$ cat src/pws_pkg.sv
// ============================================================================
// Perspective World To Screen Package
// Shared widths, codes and the control bundle of the projection pipeline.
// ============================================================================
`default_nettype none

package pws_pkg;

   localparam int COEF_W    = 32;
   localparam int NUM_COEF  = 12;
   localparam int IDX_W     = 4;
   localparam int DIM_W     = 14;
   localparam int CSR_IDX_W = 1;
   localparam int NQ_W      = 47;

   localparam logic OP_LOAD    = 1'b0;
   localparam logic OP_PROJECT = 1'b1;

   localparam logic [CSR_IDX_W-1:0] CSR_WIDTH  = 1'b0;
   localparam logic [CSR_IDX_W-1:0] CSR_HEIGHT = 1'b1;

   localparam logic [DIM_W-1:0] WIDTH_RESET  = 14'd1920;
   localparam logic [DIM_W-1:0] HEIGHT_RESET = 14'd1080;

   typedef struct packed {
      logic valid;
      logic w_zero;
      logic dw_clip;
      logic neg_x;
      logic neg_y;
      logic ovf_x;
      logic ovf_y;
   } pws_ctl_type;

endpackage

`default_nettype wire

$ cat src/pws_map.sv
// ============================================================================
// Perspective World To Screen Viewport Map
// Scales the normalized coordinates to pixels, saturates and holds the result.
// ============================================================================
`default_nettype none

module pws_map #(
   parameter int FRAC_BITS = 16
) (
   input  logic                              clock,
   input  logic                              reset,
   input  logic                              adv,
   input  pws_pkg::pws_ctl_type              in_ctl,
   input  logic [pws_pkg::NQ_W-1:0]          quo_x,
   input  logic [pws_pkg::NQ_W-1:0]          quo_y,
   input  logic signed [pws_pkg::COEF_W-1:0] in_dw,
   input  logic [pws_pkg::DIM_W-1:0]         width,
   input  logic [pws_pkg::DIM_W-1:0]         height,
   output logic                              out_valid,
   output logic signed [pws_pkg::COEF_W-1:0] screen_x,
   output logic signed [pws_pkg::COEF_W-1:0] screen_y,
   output logic signed [pws_pkg::COEF_W-1:0] depth_w,
   output logic                              w_zero,
   output logic                              clipped
);
   import pws_pkg::*;

   localparam int NDC_W  = NQ_W + 2;
   localparam int PROD_W = NDC_W + DIM_W + 1;
   localparam int SUM_W  = PROD_W + 2;

   logic [NQ_W:0]            mag_x, mag_y;
   logic signed [NDC_W-1:0]  ndc_x, ndc_y;
   logic signed [PROD_W-1:0] prod_x_in, prod_y_in, prod_x_ff, prod_y_ff;
   pws_ctl_type              ctl_ff;
   logic signed [COEF_W-1:0] dw_ff;

   logic signed [PROD_W-1:0] hx, hy;
   logic signed [SUM_W-1:0]  hx_e, hy_e, base_x, base_y, half_one, sx, sy;
   logic                     sx_hi, sx_lo, sy_hi, sy_lo;
   logic signed [COEF_W-1:0] sx_sat, sy_sat;

   logic                     valid_ff;
   logic signed [COEF_W-1:0] sx_ff, sy_ff, dw_out_ff;
   logic                     wz_ff, clip_ff;

   always_comb begin
      mag_x     = in_ctl.ovf_x ? {1'b1, {NQ_W{1'b0}}} : {1'b0, quo_x};
      mag_y     = in_ctl.ovf_y ? {1'b1, {NQ_W{1'b0}}} : {1'b0, quo_y};
      ndc_x     = in_ctl.neg_x ? -$signed({1'b0, mag_x}) : $signed({1'b0, mag_x});
      ndc_y     = in_ctl.neg_y ? -$signed({1'b0, mag_y}) : $signed({1'b0, mag_y});
      prod_x_in = ndc_x * $signed({1'b0, width});
      prod_y_in = ndc_y * $signed({1'b0, height});
   end

   always_ff @(posedge clock) begin
      if (reset) begin
         ctl_ff <= '0;
      end else if (adv) begin
         ctl_ff <= in_ctl;
      end
   end

   always_ff @(posedge clock) begin
      if (adv) begin
         prod_x_ff <= prod_x_in;
         prod_y_ff <= prod_y_in;
         dw_ff     <= in_dw;
      end
   end

   always_comb begin
      hx       = prod_x_ff >>> 1;
      hy       = prod_y_ff >>> 1;
      hx_e     = {{(SUM_W-PROD_W){hx[PROD_W-1]}}, hx};
      hy_e     = {{(SUM_W-PROD_W){hy[PROD_W-1]}}, hy};
      base_x   = $signed(SUM_W'({width, {(FRAC_BITS-1){1'b0}}}));
      base_y   = $signed(SUM_W'({height, {(FRAC_BITS-1){1'b0}}}));
      half_one = $signed(SUM_W'(1) << (FRAC_BITS - 1));
      sx       = base_x + hx_e + half_one;
      sy       = base_y - (hy_e + half_one);
      sx_hi    = !sx[SUM_W-1] && (|sx[SUM_W-2:COEF_W-1]);
      sx_lo    = sx[SUM_W-1] && !(&sx[SUM_W-2:COEF_W-1]);
      sy_hi    = !sy[SUM_W-1] && (|sy[SUM_W-2:COEF_W-1]);
      sy_lo    = sy[SUM_W-1] && !(&sy[SUM_W-2:COEF_W-1]);
      sx_sat   = sx_hi ? 32'sh7fff_ffff : (sx_lo ? 32'sh8000_0000 : sx[COEF_W-1:0]);
      sy_sat   = sy_hi ? 32'sh7fff_ffff : (sy_lo ? 32'sh8000_0000 : sy[COEF_W-1:0]);
   end

   always_ff @(posedge clock) begin
      if (reset) begin
         valid_ff <= 1'b0;
      end else if (adv) begin
         valid_ff <= ctl_ff.valid;
      end
   end

   always_ff @(posedge clock) begin
      if (adv) begin
         wz_ff <= ctl_ff.w_zero;
         if (ctl_ff.w_zero) begin
            sx_ff     <= '0;
            sy_ff     <= '0;
            dw_out_ff <= '0;
            clip_ff   <= 1'b0;
         end else begin
            sx_ff     <= sx_sat;
            sy_ff     <= sy_sat;
            dw_out_ff <= dw_ff;
            clip_ff   <= sx_hi || sx_lo || sy_hi || sy_lo || ctl_ff.dw_clip;
         end
      end
   end

   assign out_valid = valid_ff;
   assign screen_x  = sx_ff;
   assign screen_y  = sy_ff;
   assign depth_w   = dw_out_ff;
   assign w_zero    = wz_ff;
   assign clipped   = clip_ff;

endmodule

`default_nettype wire

$ cat config.mk
export PLATFORM = sky130hd
export DESIGN_NAME = pws_map
export DESIGN_NICKNAME = d
export VERILOG_FILES = /design/src/pws_pkg.sv /design/src/pws_map.sv
export SDC_FILE = /design/constraint.sdc
export NUM_CORES = 2
export LEC_CHECK = 0
export ABC_AREA = 0
export ABC_CLOCK_PERIOD_IN_PS = 15500
export BUFFER_PORTS_ARGS = -buffer_cell sky130_fd_sc_hd__buf_4
export CORE_MARGIN = 3
export CORE_UTILIZATION = 51
export DETAILED_ROUTE_END_ITERATION = 16
export PLACE_DENSITY_LB_ADDON = 0.1
export SLEW_MARGIN = 20
export SYNTH_ARGS = -nofsm -noshare
export SYNTH_HDL_FRONTEND = slang
export SYNTH_SLANG_ARGS = --single-unit
$ cat constraint.sdc
create_clock -name clock -period 15.5 [get_ports clock]
set_input_delay 3.1 -clock clock [delete_from_list [all_inputs] [get_ports clock]]
set_output_delay 3.1 -clock clock [all_outputs]
set_load 0.005 [all_outputs]
==> results.json <==
{
  "status": "complete, no violations",
  "reg2regPathDepth": 14,
  "die_w_um": 358,
  "fin_setup_tns_ps": 0,
  "max-slew-margin-rel": 0.220,
  "track_usage": 0.281,
  "period_needed_ps": 13640,
  "hp-class": "flop to flop",
  "met2_usage": 0.473,
  "rrSetupSlack_ps": 9750,
  "avgSynthCellArea_um2": 8.98,
  "top_usage_layer": "met2",
  "ys_seq_area_frac": 0.123,
  "viasPerCell": 5.58,
  "worstSetupStartpointType": "input port",
  "critPathMostFrequentCell": "fa_1",
  "maxCapViolations": 0,
  "post_cts_resized": 0,
  "finalMaxSlewViolations": 0,
  "rsz0062_at_grt": "false",
  "cts_setup_buffers": 0,
  "final_util": 0.553,
  "antenna_found_initial": 1,
  "rows": 128,
  "hold_end": "out_valid",
  "r2r_end": "screen_y[8]",
  "setup_viol": 0,
  "insertion_delay_ps": 610,
  "multi_input_area_mm2": 0.0493,
  "vias": 48800,
  "grt_pass1_wl_um": 285000,
  "cts_tree": "done",
  "core_mm2": 0.123,
  "cp_max_fo": 78,
  "tightestPinTransition_ps": 1170,
  "async_flop_share": 0,
  "synth_edf_count": 256,
  "grt_use_met1": 0.388,
  "postLayoutCellArea_mm2": 0.0678,
  "numClockSinks": 260,
  "worstPathArrival_ps": 13990,
  "dieArea_mm2": 0.129,
  "wirelength_um": 177000,
  "criticalPathCategory": "input port to flop",
  "start_util": 0.517,
  "placedCellCount": 8684,
  "instances_no_fill": 8744,
  "synthCells": 7056,
  "wire_per_inst_um": 20.2,
  "synthesis.area_mm2": 0.0634,
  "syn2layout_area_growth_pct": 7.01,
  "drc": 0,
  "first_pass_iters": 6,
  "synth_nets": 8824,
  "dieHeight_um": 358,
  "ys_warn_count": 0,
  "pin_count": 263,
  "postRouteAntennaNets": 0,
  "gp_congestion": 0.907,
  "hold_buffers": 0,
  "cp_data_required_time_ps": 15850,
  "max_stage_delay_ps": 620,
  "n_fill_cell": 11300,
  "numCtsBuffers": 31,
  "grt_pass1_vias": 51400,
  "overflow": 0,
  "port_buffers": 262,
  "nets": 8860,
  "critPathCaptureType": "flop",
  "hold_start": "ctl_ff[6]",
  "clkTransAtPathRegs_ps": 60,
  "startpoint": "in_ctl[0]",
  "placed_area_mm2": 0.0667,
  "grt_start_max_net_pins": 132,
  "max_freq_mhz": 73.3,
  "grt.met3_usage": 0.0366,
  "r2r-start": "prod_y_ff[27]",
  "hold_violations": 0,
  "finalClockSkew_ps": 19.6,
  "htreeDepth": 1,
  "synth_cell_types": 95,
  "crit_path_top_delay_cell": "o21ai_1",
  "dp_hpwl_um": 139000,
  "root_buffer": "clkbuf_16",
  "min_period_over_period": 0.880,
  "drive_above_1_share": 0.0631,
  "clk_path_buf_depth": 3,
  "min_delay_path_depth": 2,
  "synth_seq_cells": 260,
  "synth_ff_type": "edfxtp_1",
  "cp.buffers_inverters": 5,
  "drt_iter0_markers": 3384,
  "cpLargestDelayFamily": "compound AO/OA/AOI/OAI gates",
  "regArea_mm2": 0.00777
}
sequential cells by signal, indices dropped and copies added, names as in the netlist:
signal     count
clipped        1
ctl_ff         3
depth_w       32
dw_ff         32
out_valid      1
prod_x_ff     63
prod_y_ff     63
screen_x      32
screen_y      32
w_zero         1
worst register-to-register path: stages, from the launching register on:
cell      delay, ps
edfxtp_1        370
ha_1            280
inv_1            40
ha_1            440
nand4_1         230
or3_1           430
o21bai_1        240
a211oi_1        470
a211oi_2        210
o311a_1         400
xnor2_1         150
nor4_1          490
nand4_2         420
o21ai_2         860
o311ai_0        390
layer usage:
layer  up-vias  part of all wire  wire length [um]
met1     24800              0.43             75900
met4         0             0.027              4690
met5         -                 0                 0
met2      1611              0.48             84200
li1      22200                 -                 -
met3       247             0.067             11800
stage by stage:
step / setup slack, ps / hold slack (ps)
after floorplan: 2790 / 406
after global placement: 1550 / 476
after detailed placement: 1280 / 485
after CTS: 1910 / 500
after global routing: 1080 / 545
final: 1860 / 495
kinds of logic after synthesis:
logic type | after synthesis | share of synthesized area
muxes | 17 | 0.00273
and+or+nand+nor | 2310 | 0.183
buffers and inverters | 1700 | 0.101
AOI/OAI and AO/OA | 916 | 0.0939
xor gates and xnor gates | 249 | 0.0344
adders and majority gates | 1604 | 0.462
DFF | 260 | 0.123
worst max-delay path by stage:
stage	endpoint	slack [ps]	cells past startpoint
3_5_place_dp	prod_y_ff[63]	1280	37
4_1_cts	prod_y_ff[63]	1910	37
2_1_floorplan	prod_y_ff[63]	2790	40
5_1_grt	prod_y_ff[63]	1080	34
3_3_place_gp	prod_y_ff[63]	1550	34
6_report	prod_y_ff[63]	1860	35
final cells by class:
type                    count  share of cell area
diodes                      2           0.0000738
clock buffers              37              0.0122
clock inverters            21             0.00316
flip-flops and latches    260               0.115
multi-input cells        5096               0.727
inverters                1366              0.0756
repair buffers            337              0.0374
well taps                1625              0.0300
placed cells by master (no fill, tap or decap), types with 11 or more instances in the layout:
master / instances
a31oi_1: 24
xor2_1: 94
o311ai_0: 15
nand3_1: 83
o211ai_1: 20
nor3_1: 166
or4_1: 19
o31ai_1: 41
nor3b_1: 12
nor2_1: 294
edfxtp_1: 256
clkbuf_16: 31
xnor2_1: 146
or3_1: 25
nand4_1: 47
clkinv_1: 11
ha_1: 375
nand2_1: 801
and2_1: 616
o21a_1: 30
buf_4: 336
o21ai_1: 28
o21ai_0: 169
nor2b_1: 97
inv_1: 1358
a211oi_1: 31
nand2b_1: 34
mux2i_1: 15
fa_1: 1229
nor4_1: 30
a21oi_1: 270
a21o_1: 113
o21bai_1: 34
and3_1: 38
cell usage after synthesis, drive strengths merged (15+ instances only):
cell       n  area share
nand2    802       0.048
xor2      95       0.013
a31oi     26      0.0026
or3       25      0.0025
o21bai    35      0.0043
or4       19      0.0023
nor3     170       0.014
a21o     113       0.013
o311ai    16      0.0022
fa      1229        0.39
nor2b     97      0.0096
nand2b    34      0.0034
and3      38      0.0038
o31ai     44      0.0056
nor4      36      0.0044
o211ai    20      0.0024
buf       24      0.0018
ha       375       0.074
inv     1358       0.080
nand4     49      0.0050
a211oi    38      0.0052
o21a      30      0.0036
nand3     84      0.0067
edfxtp   256        0.12
o21ai    198       0.016
and2     617       0.061
a21oi    272       0.022
xnor2    154       0.021
clkbuf   310       0.018
nor2     298       0.018
mux2i     15      0.0024
Power is not shown: default switching activity piles up to over one toggle a cycle in this logic, so the estimate is an artifact.
